### config.mk
export PLATFORM = sky130hd
export DESIGN_NAME = frame_crc16_and_sum_flat
export DESIGN_NICKNAME = d
export VERILOG_FILES = /design/src/hdl/fcs_pkg.sv /design/src/hdl/fcs_if.sv /design/src/hdl/frame_crc16_and_sum.sv /design/src/hdl/fcs_front.sv /design/src/hdl/fcs_engine.sv /design/src/flat_wrapper.sv
export VERILOG_INCLUDE_DIRS = /design/src /design/src/hdl
export SDC_FILE = /design/constraint.sdc
export NUM_CORES = 1
export LEC_CHECK = 0
export BUFFER_PORTS_ARGS = -buffer_cell sky130_fd_sc_hd__clkbuf_2
export CAP_MARGIN = 0
export CORE_UTILIZATION = 52
export CTS_CLUSTER_DIAMETER = 200
export DETAILED_ROUTE_END_ITERATION = 10
export GPL_TIMING_DRIVEN = 0
export PLACE_DENSITY = 0.84
export SYNTH_ARGS = -nofsm -noshare
export SYNTH_HDL_FRONTEND = slang
export SYNTH_SLANG_ARGS = --single-unit
export TNS_END_PERCENT = 100
### constraint.sdc
create_clock -name clock -period 3.9 [get_ports clock]
set_input_delay 0.78 -clock clock [delete_from_list [all_inputs] [get_ports clock]]
set_output_delay 0.78 -clock clock [all_outputs]
set_load 0.005 [all_outputs]
### src/hdl/frame_crc16_and_sum_macros.svh
// Assertion macros shared by the frame CRC block.
`ifndef FRAME_CRC16_AND_SUM_MACROS_SVH
`define FRAME_CRC16_AND_SUM_MACROS_SVH

// Check a property on every clock edge outside reset.
`define FCS_ASSERT(lbl, prop, msg) \
   lbl: assert property (@(posedge clock) disable iff (reset) (prop)) \
      else $error(msg);

// Check that a condition implies a consequence in the following cycle.
`define FCS_ASSERT_NEXT(lbl, ante, cons, msg) \
   lbl: assert property (@(posedge clock) disable iff (reset) (ante) |=> (cons)) \
      else $error(msg);

`endif

### src/hdl/fcs_pkg.sv
// Shared types, constants and the CRC step function of the frame CRC block.
package fcs_pkg;

   localparam int FRAME_BITS_DEFAULT = 100;
   localparam int QUEUE_DEPTH_DEFAULT = 4;

   localparam int BYTE_W  = 8;
   localparam int CRC_W   = 16;
   localparam int BITS_W  = 7;
   localparam int SUM_W   = 32;
   localparam int FRAME_W = 20;
   localparam int IDX_W   = 3;

   localparam logic [CRC_W-1:0] GEN_POLY = 16'h1021;

   typedef struct packed {
      logic [BYTE_W-1:0] data_byte;
      logic              final_byte;
   } item_type;

   // Head of the input queue as seen by the engine.
   typedef struct packed {
      logic     valid;
      item_type item;
   } queue_head_type;

   typedef enum logic [1:0] {
      ST_IDLE,
      ST_SHIFT,
      ST_PAD,
      ST_EMIT
   } eng_state_type;

   // One bit of the CRC shift register, message bit entering at the top.
   function automatic logic [CRC_W-1:0] crc_step(input logic [CRC_W-1:0] crc,
                                                 input logic bit_in);
      logic top;
      logic [CRC_W-1:0] shifted;
      top     = crc[CRC_W-1] ^ bit_in;
      shifted = {crc[CRC_W-2:0], 1'b0};
      return top ? (shifted ^ GEN_POLY) : shifted;
   endfunction

endpackage

### src/hdl/fcs_if.sv
// Valid/ready channel interfaces for input bytes and frame results.
interface fcs_req_if;
   logic                        valid;
   logic                        ready;
   logic [fcs_pkg::BYTE_W-1:0]  data_byte;
   logic                        final_byte;

   modport source (output valid, output data_byte, output final_byte, input ready);
   modport sink   (input valid, input data_byte, input final_byte, output ready);
endinterface

interface fcs_rsp_if;
   logic                         valid;
   logic                         ready;
   logic [fcs_pkg::CRC_W-1:0]    frame_crc;
   logic [fcs_pkg::FRAME_W-1:0]  frame_number;
   logic [fcs_pkg::SUM_W-1:0]    crc_sum;
   logic                         is_last;

   modport source (output valid, output frame_crc, output frame_number,
                   output crc_sum, output is_last, input ready);
   modport sink   (input valid, input frame_crc, input frame_number,
                   input crc_sum, input is_last, output ready);
endinterface

### src/hdl/frame_crc16_and_sum.sv
// Top level of the per-frame CRC-16 block with running CRC sum.
//
// The block cuts a byte stream, bits taken most significant first, into frames
// of FRAME_BITS bits (8 to 127, default 100; a frame boundary may fall inside a
// word) and returns one result word per frame: the CRC-16 (polynomial 0x1021,
// zero start, no reflection, no final xor), the frame index from zero wrapping
// at 2^20, and the sum of all frame CRCs of the message so far modulo 2^32.
// A word with final_byte set ends the message: a partial frame is padded with
// zero bits and returned with is_last set (a frame that ends exactly on the
// last bit carries is_last itself), and the next word starts a new message
// at index zero and sum zero. A word yields zero, one or two results.
// Timing: the CRC is bit-serial, one bit per clock while shifting; each word
// is first fetched from the queue and then shifted through bit by bit. Each
// finished frame passes through an emit state that loads the result register,
// and a final partial frame is padded with zero bits, up to FRAME_BITS - 1. A
// queue of QUEUE_DEPTH words takes input while the engine works, and the
// result register lets the engine carry on while a result waits to be taken;
// besides waiting for input words, the engine stalls only when a new frame is
// done and the previous result is still held.
module frame_crc16_and_sum #(
   parameter int FRAME_BITS  = fcs_pkg::FRAME_BITS_DEFAULT,
   parameter int QUEUE_DEPTH = fcs_pkg::QUEUE_DEPTH_DEFAULT
) (
   input  logic       clock,
   input  logic       reset,
   fcs_req_if.sink    req_bus,
   fcs_rsp_if.source  rsp_bus
);

   // queue head handed from the front to the engine
   fcs_pkg::queue_head_type q_head;
   logic                    q_pop;

   // Accept words and hold them until the engine takes them.
   fcs_front #(
      .QUEUE_DEPTH (QUEUE_DEPTH)
   ) u_front (
      .clock   (clock),
      .reset   (reset),
      .req_bus (req_bus),
      .q_head  (q_head),
      .q_pop   (q_pop)
   );

   // Shift bits through the CRC, close frames, pad and drive results.
   fcs_engine #(
      .FRAME_BITS (FRAME_BITS)
   ) u_engine (
      .clock   (clock),
      .reset   (reset),
      .q_head  (q_head),
      .q_pop   (q_pop),
      .rsp_bus (rsp_bus)
   );

endmodule

### src/hdl/fcs_front.sv
// Input side: accept words into a short queue ahead of the CRC engine.
module fcs_front #(
   parameter int QUEUE_DEPTH = fcs_pkg::QUEUE_DEPTH_DEFAULT
) (
   input  logic                    clock,
   input  logic                    reset,
   fcs_req_if.sink                 req_bus,
   output fcs_pkg::queue_head_type q_head,
   input  logic                    q_pop
);

   localparam int PTR_W = (QUEUE_DEPTH > 1) ? $clog2(QUEUE_DEPTH) : 1;
   localparam int CNT_W = $clog2(QUEUE_DEPTH + 1);
   localparam logic [CNT_W-1:0] CNT_FULL = CNT_W'(QUEUE_DEPTH);
   localparam logic [PTR_W-1:0] PTR_LAST = PTR_W'(QUEUE_DEPTH - 1);

   fcs_pkg::item_type entry_ff [QUEUE_DEPTH];
   logic [PTR_W-1:0] wr_ptr_ff, wr_ptr_in;
   logic [PTR_W-1:0] rd_ptr_ff, rd_ptr_in;
   logic [CNT_W-1:0] count_ff, count_in;
   logic             push;
   logic             pop;

   assign req_bus.ready = (count_ff != CNT_FULL);
   assign push          = req_bus.valid && req_bus.ready;
   assign pop           = q_pop && (count_ff != '0);

   assign q_head.valid = (count_ff != '0);
   assign q_head.item  = entry_ff[rd_ptr_ff];

   always_comb begin
      wr_ptr_in = wr_ptr_ff;
      rd_ptr_in = rd_ptr_ff;
      count_in  = count_ff;
      if (push) begin
         wr_ptr_in = (wr_ptr_ff == PTR_LAST) ? '0 : wr_ptr_ff + 1'b1;
      end
      if (pop) begin
         rd_ptr_in = (rd_ptr_ff == PTR_LAST) ? '0 : rd_ptr_ff + 1'b1;
      end
      if (push && !pop) begin
         count_in = count_ff + 1'b1;
      end else if (pop && !push) begin
         count_in = count_ff - 1'b1;
      end
   end

   always_ff @(posedge clock) begin
      if (reset) begin
         wr_ptr_ff <= '0;
         rd_ptr_ff <= '0;
         count_ff  <= '0;
      end else begin
         wr_ptr_ff <= wr_ptr_in;
         rd_ptr_ff <= rd_ptr_in;
         count_ff  <= count_in;
      end
   end

   always_ff @(posedge clock) begin
      if (push) begin
         entry_ff[wr_ptr_ff].data_byte  <= req_bus.data_byte;
         entry_ff[wr_ptr_ff].final_byte <= req_bus.final_byte;
      end
   end

endmodule

### src/hdl/fcs_engine.sv
// Back side: bit-serial CRC-16 over fixed-length frames, padding and result register.
`include "frame_crc16_and_sum_macros.svh"

module fcs_engine #(
   parameter int FRAME_BITS = fcs_pkg::FRAME_BITS_DEFAULT
) (
   input  logic                    clock,
   input  logic                    reset,
   input  fcs_pkg::queue_head_type q_head,
   output logic                    q_pop,
   fcs_rsp_if.source               rsp_bus
);

   localparam logic [fcs_pkg::BITS_W-1:0] FRAME_LAST = fcs_pkg::BITS_W'(FRAME_BITS);

   fcs_pkg::eng_state_type state_ff, state_in;

   logic [fcs_pkg::CRC_W-1:0]   crc_ff, crc_in;
   logic [fcs_pkg::BITS_W-1:0]  bits_ff, bits_in;
   logic [fcs_pkg::SUM_W-1:0]   sum_ff, sum_in;
   logic [fcs_pkg::FRAME_W-1:0] frame_ff, frame_in;
   logic [fcs_pkg::BYTE_W-1:0]  shreg_ff, shreg_in;
   logic [fcs_pkg::IDX_W-1:0]   idx_ff, idx_in;
   logic                        final_ff, final_in;
   logic                        last_ff, last_in;
   logic                        more_ff, more_in;

   logic                        out_valid_ff, out_valid_in;
   logic [fcs_pkg::CRC_W-1:0]   out_crc_ff, out_crc_in;
   logic [fcs_pkg::FRAME_W-1:0] out_num_ff, out_num_in;
   logic [fcs_pkg::SUM_W-1:0]   out_sum_ff, out_sum_in;
   logic                        out_last_ff, out_last_in;

   logic                        cur_bit;
   logic [fcs_pkg::CRC_W-1:0]   crc_next;
   logic [fcs_pkg::BITS_W-1:0]  bits_next;
   logic [fcs_pkg::SUM_W-1:0]   sum_next;
   logic                        frame_done;
   logic                        out_free;

   assign cur_bit    = (state_ff == fcs_pkg::ST_PAD) ? 1'b0 : shreg_ff[fcs_pkg::BYTE_W-1];
   assign crc_next   = fcs_pkg::crc_step(crc_ff, cur_bit);
   assign bits_next  = bits_ff + 1'b1;
   assign sum_next   = sum_ff + fcs_pkg::SUM_W'(crc_ff);
   assign frame_done = (bits_next == FRAME_LAST);
   assign out_free   = !out_valid_ff || rsp_bus.ready;

   // Next state
   always_comb begin
      state_in = state_ff;
      unique case (state_ff)
         fcs_pkg::ST_IDLE: begin
            if (q_head.valid) begin
               state_in = fcs_pkg::ST_SHIFT;
            end
         end
         fcs_pkg::ST_SHIFT: begin
            if (frame_done) begin
               state_in = fcs_pkg::ST_EMIT;
            end else if (idx_ff == '0) begin
               state_in = final_ff ? fcs_pkg::ST_PAD : fcs_pkg::ST_IDLE;
            end
         end
         fcs_pkg::ST_PAD: begin
            if (frame_done) begin
               state_in = fcs_pkg::ST_EMIT;
            end
         end
         fcs_pkg::ST_EMIT: begin
            if (out_free) begin
               if (last_ff) begin
                  state_in = fcs_pkg::ST_IDLE;
               end else if (more_ff) begin
                  state_in = fcs_pkg::ST_SHIFT;
               end else begin
                  state_in = fcs_pkg::ST_IDLE;
               end
            end
         end
         default: state_in = fcs_pkg::ST_IDLE;
      endcase
   end

   // Datapath and outputs
   always_comb begin
      q_pop        = 1'b0;
      crc_in       = crc_ff;
      bits_in      = bits_ff;
      sum_in       = sum_ff;
      frame_in     = frame_ff;
      shreg_in     = shreg_ff;
      idx_in       = idx_ff;
      final_in     = final_ff;
      last_in      = last_ff;
      more_in      = more_ff;
      out_valid_in = out_valid_ff && !rsp_bus.ready;
      out_crc_in   = out_crc_ff;
      out_num_in   = out_num_ff;
      out_sum_in   = out_sum_ff;
      out_last_in  = out_last_ff;
      unique case (state_ff)
         fcs_pkg::ST_IDLE: begin
            if (q_head.valid) begin
               q_pop    = 1'b1;
               shreg_in = q_head.item.data_byte;
               final_in = q_head.item.final_byte;
               idx_in   = '1;
            end
         end
         fcs_pkg::ST_SHIFT: begin
            crc_in   = crc_next;
            bits_in  = bits_next;
            shreg_in = {shreg_ff[fcs_pkg::BYTE_W-2:0], 1'b0};
            idx_in   = idx_ff - 1'b1;
            if (frame_done) begin
               last_in = final_ff && (idx_ff == '0);
               more_in = (idx_ff != '0);
            end
         end
         fcs_pkg::ST_PAD: begin
            crc_in  = crc_next;
            bits_in = bits_next;
            if (frame_done) begin
               last_in = 1'b1;
               more_in = 1'b0;
            end
         end
         fcs_pkg::ST_EMIT: begin
            if (out_free) begin
               out_valid_in = 1'b1;
               out_crc_in   = crc_ff;
               out_num_in   = frame_ff;
               out_sum_in   = sum_next;
               out_last_in  = last_ff;
               crc_in       = '0;
               bits_in      = '0;
               if (last_ff) begin
                  // end of message: start over
                  sum_in   = '0;
                  frame_in = '0;
                  final_in = 1'b0;
               end else begin
                  sum_in   = sum_next;
                  frame_in = frame_ff + 1'b1;
               end
            end
         end
         default: begin
         end
      endcase
   end

   assign rsp_bus.valid        = out_valid_ff;
   assign rsp_bus.frame_crc    = out_crc_ff;
   assign rsp_bus.frame_number = out_num_ff;
   assign rsp_bus.crc_sum      = out_sum_ff;
   assign rsp_bus.is_last      = out_last_ff;

   always_ff @(posedge clock) begin
      if (reset) begin
         state_ff     <= fcs_pkg::ST_IDLE;
         out_valid_ff <= 1'b0;
         crc_ff       <= '0;
         bits_ff      <= '0;
         sum_ff       <= '0;
         frame_ff     <= '0;
         final_ff     <= 1'b0;
      end else begin
         state_ff     <= state_in;
         out_valid_ff <= out_valid_in;
         crc_ff       <= crc_in;
         bits_ff      <= bits_in;
         sum_ff       <= sum_in;
         frame_ff     <= frame_in;
         final_ff     <= final_in;
      end
   end

   always_ff @(posedge clock) begin
      shreg_ff    <= shreg_in;
      idx_ff      <= idx_in;
      last_ff     <= last_in;
      more_ff     <= more_in;
      out_crc_ff  <= out_crc_in;
      out_num_ff  <= out_num_in;
      out_sum_ff  <= out_sum_in;
      out_last_ff <= out_last_in;
   end

   `FCS_ASSERT(a_bits_in_range,
      bits_ff < FRAME_LAST || state_ff == fcs_pkg::ST_EMIT,
      "frame bit count reached frame length")
   `FCS_ASSERT_NEXT(a_emit_clears,
      state_ff == fcs_pkg::ST_EMIT && out_free,
      crc_ff == '0 && bits_ff == '0 && out_valid_ff,
      "emit did not clear frame state")
   `FCS_ASSERT_NEXT(a_last_restarts,
      state_ff == fcs_pkg::ST_EMIT && out_free && last_ff,
      frame_ff == '0 && sum_ff == '0 && state_ff == fcs_pkg::ST_IDLE,
      "message end did not restart")
   `FCS_ASSERT(a_pad_only_final, state_ff != fcs_pkg::ST_PAD || final_ff,
      "padding outside a final word")

endmodule
### src/flat_wrapper.sv
// flat-port wrapper written by rule: the top's interface ports become plain ports
module frame_crc16_and_sum_flat 
#(
   parameter int FRAME_BITS  = fcs_pkg::FRAME_BITS_DEFAULT,
   parameter int QUEUE_DEPTH = fcs_pkg::QUEUE_DEPTH_DEFAULT
)
  (clock, reset, req_bus_valid, req_bus_data_byte, req_bus_final_byte, req_bus_ready, rsp_bus_valid, rsp_bus_frame_crc, rsp_bus_frame_number, rsp_bus_crc_sum, rsp_bus_is_last, rsp_bus_ready);
  fcs_req_if req_bus_i ();
  fcs_rsp_if rsp_bus_i ();
  input  logic clock;
  input  logic reset;
  input wire logic [$bits(req_bus_i.valid)-1:0] req_bus_valid;
  input wire logic [$bits(req_bus_i.data_byte)-1:0] req_bus_data_byte;
  input wire logic [$bits(req_bus_i.final_byte)-1:0] req_bus_final_byte;
  output wire logic [$bits(req_bus_i.ready)-1:0] req_bus_ready;
  output wire logic [$bits(rsp_bus_i.valid)-1:0] rsp_bus_valid;
  output wire logic [$bits(rsp_bus_i.frame_crc)-1:0] rsp_bus_frame_crc;
  output wire logic [$bits(rsp_bus_i.frame_number)-1:0] rsp_bus_frame_number;
  output wire logic [$bits(rsp_bus_i.crc_sum)-1:0] rsp_bus_crc_sum;
  output wire logic [$bits(rsp_bus_i.is_last)-1:0] rsp_bus_is_last;
  input wire logic [$bits(rsp_bus_i.ready)-1:0] rsp_bus_ready;
  assign req_bus_i.valid = req_bus_valid;
  assign req_bus_i.data_byte = req_bus_data_byte;
  assign req_bus_i.final_byte = req_bus_final_byte;
  assign req_bus_ready = req_bus_i.ready;
  assign rsp_bus_valid = rsp_bus_i.valid;
  assign rsp_bus_frame_crc = rsp_bus_i.frame_crc;
  assign rsp_bus_frame_number = rsp_bus_i.frame_number;
  assign rsp_bus_crc_sum = rsp_bus_i.crc_sum;
  assign rsp_bus_is_last = rsp_bus_i.is_last;
  assign rsp_bus_i.ready = rsp_bus_ready;
  frame_crc16_and_sum #(.FRAME_BITS(FRAME_BITS), .QUEUE_DEPTH(QUEUE_DEPTH)) u_core (.clock(clock), .reset(reset), .req_bus(req_bus_i), .rsp_bus(rsp_bus_i));
endmodule
**After elaboration in Yosys (flattened, before gate mapping)**

Memory sizes are Yosys's and may differ from the RTL's. A register that Yosys moved wholly into a read port is not among the register bits.
Index checks and enable logic that the tools add are counted.

- Register bits after elaboration: 168
- Bits in latches: 0
- Bits in writable memories: 36
- Memory bits (read-only): 0
- Output and inout bits: 71
- Word-level logic and storage cells: 112
- Memories kept: 1

- Add/subtract/negate cells: 8
- Multiply operators: 0
- Div/mod/pow operators: 0
- Magnitude comparators: 0
- Equal/unequal tests: 13
- Shift-type cells: 0
- Mux-type cells: 43
- Bitwise logic cells: 2
- Reduce and logical (&&, ||, !) cells: 27

Memories:

| memory | words | width | read ports | clocked after memory_dff | write ports | line | source |
|---|---|---|---|---|---|---|---|
| u_core.u_front.entry_ff | 4 | 9 | 1 | 1 | 1 | fcs_front.sv:17 | `fcs_pkg::item_type entry_ff [QUEUE_DEPTH];` |

Operator list:

| kind | number |
|---|---|
| 32-bit by 16-bit adder with 32-bit output | 1 |
| 32-bit 2-to-1 mux | 1 |
| 16-bit one-hot mux with 2 select lines | 1 |
| 20-bit by 1-bit adder with 20-bit output, second input constant | 1 |
| 2-bit 2-to-1 mux | 10 |
| 20-bit 2-to-1 mux | 1 |
| 1-bit 2-to-1 mux | 16 |
| 16-bit 2-to-1 mux | 1 |
| 8-bit one-hot mux with 2 select lines | 1 |
| 7-bit one-hot mux with 2 select lines | 1 |
| 13-bit 2-to-1 mux | 1 |
| 2-bit nonzero test | 5 |
| 3-bit 2-to-1 mux | 3 |
| 2-bit equality test, second input constant | 4 |
| 8-bit 2-to-1 mux | 1 |
| 2-bit != test, second input constant | 4 |
| 2-bit one-hot mux with 4 select lines | 1 |
| 4-bit AND reduction | 2 |
| 7-bit by 1-bit adder with 7-bit output, second input constant | 1 |
| 7-bit equality test, second input constant | 1 |
| 7-bit 2-to-1 mux | 1 |
| 1-bit logical AND | 6 |
| 3-bit != test, second input constant | 2 |
| 1-bit one-hot mux with 2 select lines | 3 |
| 16 further kinds | 24 |

**Longest topological paths before layout**

- Word-level depth: 7
- Gate-level depth with buffers: 10

**Hierarchy**

A second synthesis with hierarchy kept.

- Cell total of the unflattened synthesis: 751
- Area total of the unflattened synthesis: 8805.9 um^2

By module, submodules not included:

| module | instances | cells each | area each (um^2) | sequential area each (um^2) |
|---|---|---|---|---|
| fcs_engine | 1 | 656 | 7029.2 | 4043.9 |
| fcs_front | 1 | 95 | 1776.7 | 1261.2 |

**Least setup slack after synthesis**

OpenSTA, ideal clock, no wires.

- Path kind: input-to-reg
- Start: in rsp_bus_ready
- End: reg u_core.u_engine.sum_ff[30] in the netlist's numbering
- Setup time: 117 ps
- Data arrival time: 3882 ps
- Data required time: 3783 ps
- Slack: -99 ps
- Cell stages on the path: 6
- Path buffers: 1
- Cells stage by stage: nand2b_1 nand2_1 clkinv_1 buf_1 o32ai_1 a22o_1

- Word-level cells in the longest chain between the ends: 2

RTL lines:

| element | line | source |
|---|---|---|
| start, declared | flat_wrapper.sv:21 | `input wire logic [$bits(rsp_bus_i.ready)-1:0] rsp_bus_ready;` |
| 1-bit logical OR | fcs_engine.sv:46 | `assign out_free = !out_valid_ff \|\| rsp_bus.ready;` |
| 2-bit AND reduction (no line) | -- |  |
| end signal, assigned | fcs_engine.sv:173 | `sum_ff <= sum_in;` |
| end, declared | fcs_engine.sv:20 | `logic [fcs_pkg::SUM_W-1:0] sum_ff, sum_in;` |

Every way passes these cells.
A chain may end at the register's enable or synchronous reset.

**Worst setup path in the final report**

- Start: reg u_core.u_engine.crc_ff[0] in the netlist's numbering
- End: reg u_core.u_engine.sum_ff[28] in the netlist's numbering

- Word-level cells in the longest chain between the ends: 2

RTL lines:

| element | line | source |
|---|---|---|
| start, declared | fcs_engine.sv:18 | `logic [fcs_pkg::CRC_W-1:0] crc_ff, crc_in;` |
| start signal, assigned | fcs_engine.sv:171 | `crc_ff <= crc_in;` |
| 32-bit by 16-bit adder with 32-bit output | fcs_engine.sv:44 | `assign sum_next = sum_ff + fcs_pkg::SUM_W'(crc_ff);` |
| 32-bit 2-to-1 mux | fcs_engine.sv:137 | `if (last_ff) begin` |

Every way passes these cells.

==> flow_summary.json <==
{
  "drc": 0,
  "cts_buffers": 22,
  "grt_max_degree": 79,
  "critPathTopFamily": "compound AO/OA/AOI/OAI gates",
  "vias": 6495,
  "seqPwrFrac_pct": 48.2,
  "slew_viol_final": 0,
  "final_common_cell": "edfxtp_1",
  "post-route-util_pct": 62.05,
  "grt_usage_pct": 21.09,
  "die_h_um": 133.3,
  "worst_pin_slew_ps": 979.8,
  "setup_violations": 0,
  "hpwl_mm": 12.64,
  "clk_pin_slew_ps": 60,
  "start_util_pct": 53.68,
  "worst_ir_drop_vdd_mv": 0.5190,
  "clockBufferDepth": 3,
  "cp_max_fo": 9,
  "synthToLayoutAreaGrowth_pct": 15.60,
  "finalSetupTns_ps": 0,
  "cap_violations": 0,
  "cts_hold_buf": 0,
  "port_buffers": 83,
  "h-tree-depth": 1,
  "synth_fp_nets": 825,
  "viasPerCell": 5.763,
  "p_clk_share_pct": 37.6,
  "wl_mm": 18.60,
  "fillers": 1275,
  "yosysWarningCount": 0,
  "p_int_mw": 3.933,
  "die-area_um2": 17770,
  "critPathMostFrequentCell": "a221o_1",
  "num_io_pins": 84,
  "worst-path-buf-inv": 0,
  "hold_class": "reg2reg",
  "cts_resized": 0,
  "core_region_area_um2": 16700,
  "avgSynthCellArea_um2": 11.43,
  "finalCritPeriodShare_pct": 72.26,
  "grt_pass1_vias": 6157,
  "cp-start-kind": "flop",
  "power_frac_comb_pct": 14.2,
  "cp.required_ps": 4280,
  "relSlewSlack_pct": 34.68,
  "finalWorstSetupSlack_ps": 1082,
  "synth_cell_type_count": 60,
  "insertion_delay_ps": 500,
  "layout-drive-gt1-share_pct": 15.44,
  "dr.first_iter.drc_count": 548,
  "die_w_um": 133.3,
  "cts_tree": "built",
  "synthArstFlopShare_pct": 0,
  "dp_slack_ps": 1019,
  "cts_root_buf": "clkbuf_16",
  "fmax_mhz": 354.8,
  "hold_viol": 0,
  "final_area_um2": 10360,
  "crit_type": "reg2reg",
  "dpl_cell_area_um2": 9659,
  "grt_first_pass_wirelength_mm": 30.17,
  "grt_overflow": 0,
  "crit_arrival_ps": 3200,
  "clock_sinks": 206,
  "run_status": "finished, final reports clean",
  "netlist_area_um2": 8965,
  "grt_setup_unrepaired": "false",
  "synth-seq-cells": 206,
  "grt_antenna_before_repair": 0,
  "rows": 47,
  "syn_inst": 784,
  "fin_crit_ps": 2818,
  "firstDrtPassIters": 5,
  "cpPeakStageDelay_ps": 410,
  "finalClockSkew_ps": 9.766,
  "path_cells": "ha_1 > fa_1 > a21o_1 > a221o_1 > o211ai_2 > o21ai_1 > and4_1 > a221o_1",
  "power_per_cell_area_nw_per_um2": 510.5,
  "finalNetCount": 932,
  "switching_share_pct": 25.67,
  "diodes": 0,
  "p_leak_nw": 3.957,
  "ys_seq_area_share_pct": 59.18,
  "post_cts_buffers": 0,
  "synth-main-ff-cell": "edfxtp_1",
  "p_total_mw": 5.291,
  "end_kind": "flop",
  "wl_per_cell_um": 16.50,
  "gp_congestion": 0.8949,
  "antenna_left": 0,
  "worst_path_max_delay_cell": "fa_1",
  "layout_common_cells": "edfxtp_1 (118), nor2_1 (88), dfxtp_1 (88), clkbuf_2 (83), nand2_1 (70)",
  "synth_edf_count": 118,
  "power.switching_mw": 1.358
}
-- flip-flops by register name (all words and copies together) (netlist names), 2 cells and up, named ones only --
signal	cells
u_core.u_front.entry_ff	36
u_core.u_engine.shreg_ff	8
u_core.u_front.rd_ptr_ff	2
u_core.u_engine.rsp_bus.crc_sum	32
u_core.u_engine.rsp_bus.frame_number	20
u_core.u_engine.bits_ff	7
u_core.u_engine.frame_ff	20
u_core.u_engine.crc_ff	16
u_core.u_engine.sum_ff	32
u_core.u_engine.rsp_bus.frame_crc	16
u_core.u_engine.idx_ff	3
u_core.u_front.count_ff	3
u_core.u_front.wr_ptr_ff	2
-- metal layers --
| metal | global-route usage (%) | share of wire, % | vias up |
|---|---|---|---|
| met4 | 7.008 | 2.3 | 0 |
| met3 | 3.311 | 5.7 | 39 |
| met5 | 0 | 0 | - |
| li1 | - | - | 3125 |
| met2 | 36.83 | 50 | 213 |
| met1 | 26.71 | 42 | 3118 |
-- cell families (layout without fill, tap and decap cells) --
kind of cell / count (synthesis) / in the layout / share of synthesized area, %
compound gates: 148 / 148 / 11.33
xor+xnor: 53 / 53 / 5.178
fa+ha+maj: 28 / 28 / 4.075
buf+inv: 57 / 180 / 2.526
flops: 206 / 206 / 59.18
mux: 13 / 13 / 2.708
simple gates: 279 / 279 / 15.00
-- final cells by class --
class	count	area [um2]	area share, %
Sequential cell	206	5305	51.19
Multi-Input combinational cell	521	3433	33.13
Clock buffer	30	643.1	6.205
Timing Repair Buffer	83	415.4	4.008
Tap cell	220	275.3	2.656
Buffer	40	166.4	1.606
Inverter	17	63.81	0.6157
Clock inverter	10	61.31	0.5916
-- path summary, 6_finish.rpt --
kind | start | end | slack [ps] | depth (start not counted)
worst max-delay path | u_core.u_engine.crc_ff[0]$_SDFFE_PP0P_ | u_core.u_engine.sum_ff[28]$_SDFFE_PP0P_ | 1080 | 8
worst min-delay path | u_core.u_engine.frame_ff[19]$_SDFFE_PP0P_ | u_core.u_engine.rsp_bus.frame_number[19]$_DFFE_PP_ | 480 | 0
worst max register to register | u_core.u_engine.crc_ff[0]$_SDFFE_PP0P_ | u_core.u_engine.sum_ff[28]$_SDFFE_PP0P_ | 1080 | 8
worst min register to register | u_core.u_engine.frame_ff[19]$_SDFFE_PP0P_ | u_core.u_engine.rsp_bus.frame_number[19]$_DFFE_PP_ | 480 | 0
-- worst register-to-register path: cells and delay by family, from the launching register on --
family | cells | cell delay, ps
AOI/OAI and AO/OA | 5 | 1430
adders and majority gates | 2 | 660
DFF | 1 | 350
and+or+nand+nor | 1 | 270
-- cells in the mapped netlist (3+ instances only) --
cell type	instances	area (um2)
o41ai_1	3	26.28
a211o_1	3	26.28
a22o_1	6	52.55
buf_1	4	15.01
o21ai_1	3	15.01
buf_2	4	20.02
a31o_2	3	26.28
xnor2_1	28	245.2
nor2b_1	7	43.79
edfxtp_1	118	3543
a31oi_1	9	56.30
and3_1	22	137.6
nor3_1	15	75.07
nor4_1	4	25.02
mux2i_1	4	40.04
a22oi_1	22	165.2
nand2b_1	5	31.28
a21oi_1	35	175.2
ha_1	26	325.3
or3_1	8	50.05
o211ai_1	5	37.54
clkbuf_1	31	116.4
o311ai_0	4	35.03
and4_1	8	70.07
nand2_1	70	262.8
a21o_1	8	60.06
o21ai_0	19	95.09
nor2_1	88	330.3
dfxtp_1	88	1762
a211oi_1	4	30.03
nand3_1	21	105.1
nand4_1	12	75.07
and2_1	8	50.05
a221o_1	3	30.03
xor2_1	25	219.0
mux4_2	9	202.7
a311o_1	3	30.03
inv_1	16	60.06
nand3b_1	3	22.52
-- power groups by stage --
stage	registers, mW	logic (mW)	clock network (mW)
3_3_place_gp	2.59	0.725	0
4_1_cts	2.55	0.754	2.02
3_5_place_dp	2.60	0.747	0
2_1_floorplan	2.57	0.586	0
5_1_grt	2.57	0.834	2.10
6_report	2.55	0.750	1.99
-- through the flow --
| step | cells | hold slack, ps |
|---|---|---|
| final | 1127 | 480.3 |
| after global routing | 1127 | 485.8 |
| after CTS | 1127 | 479.4 |
| after detailed placement | 1087 | 452.8 |
| after global placement | 1087 | 442.5 |
| after floorplan | 784 | 428.0 |
No activity file was read; power rests on OpenSTA's default activity.
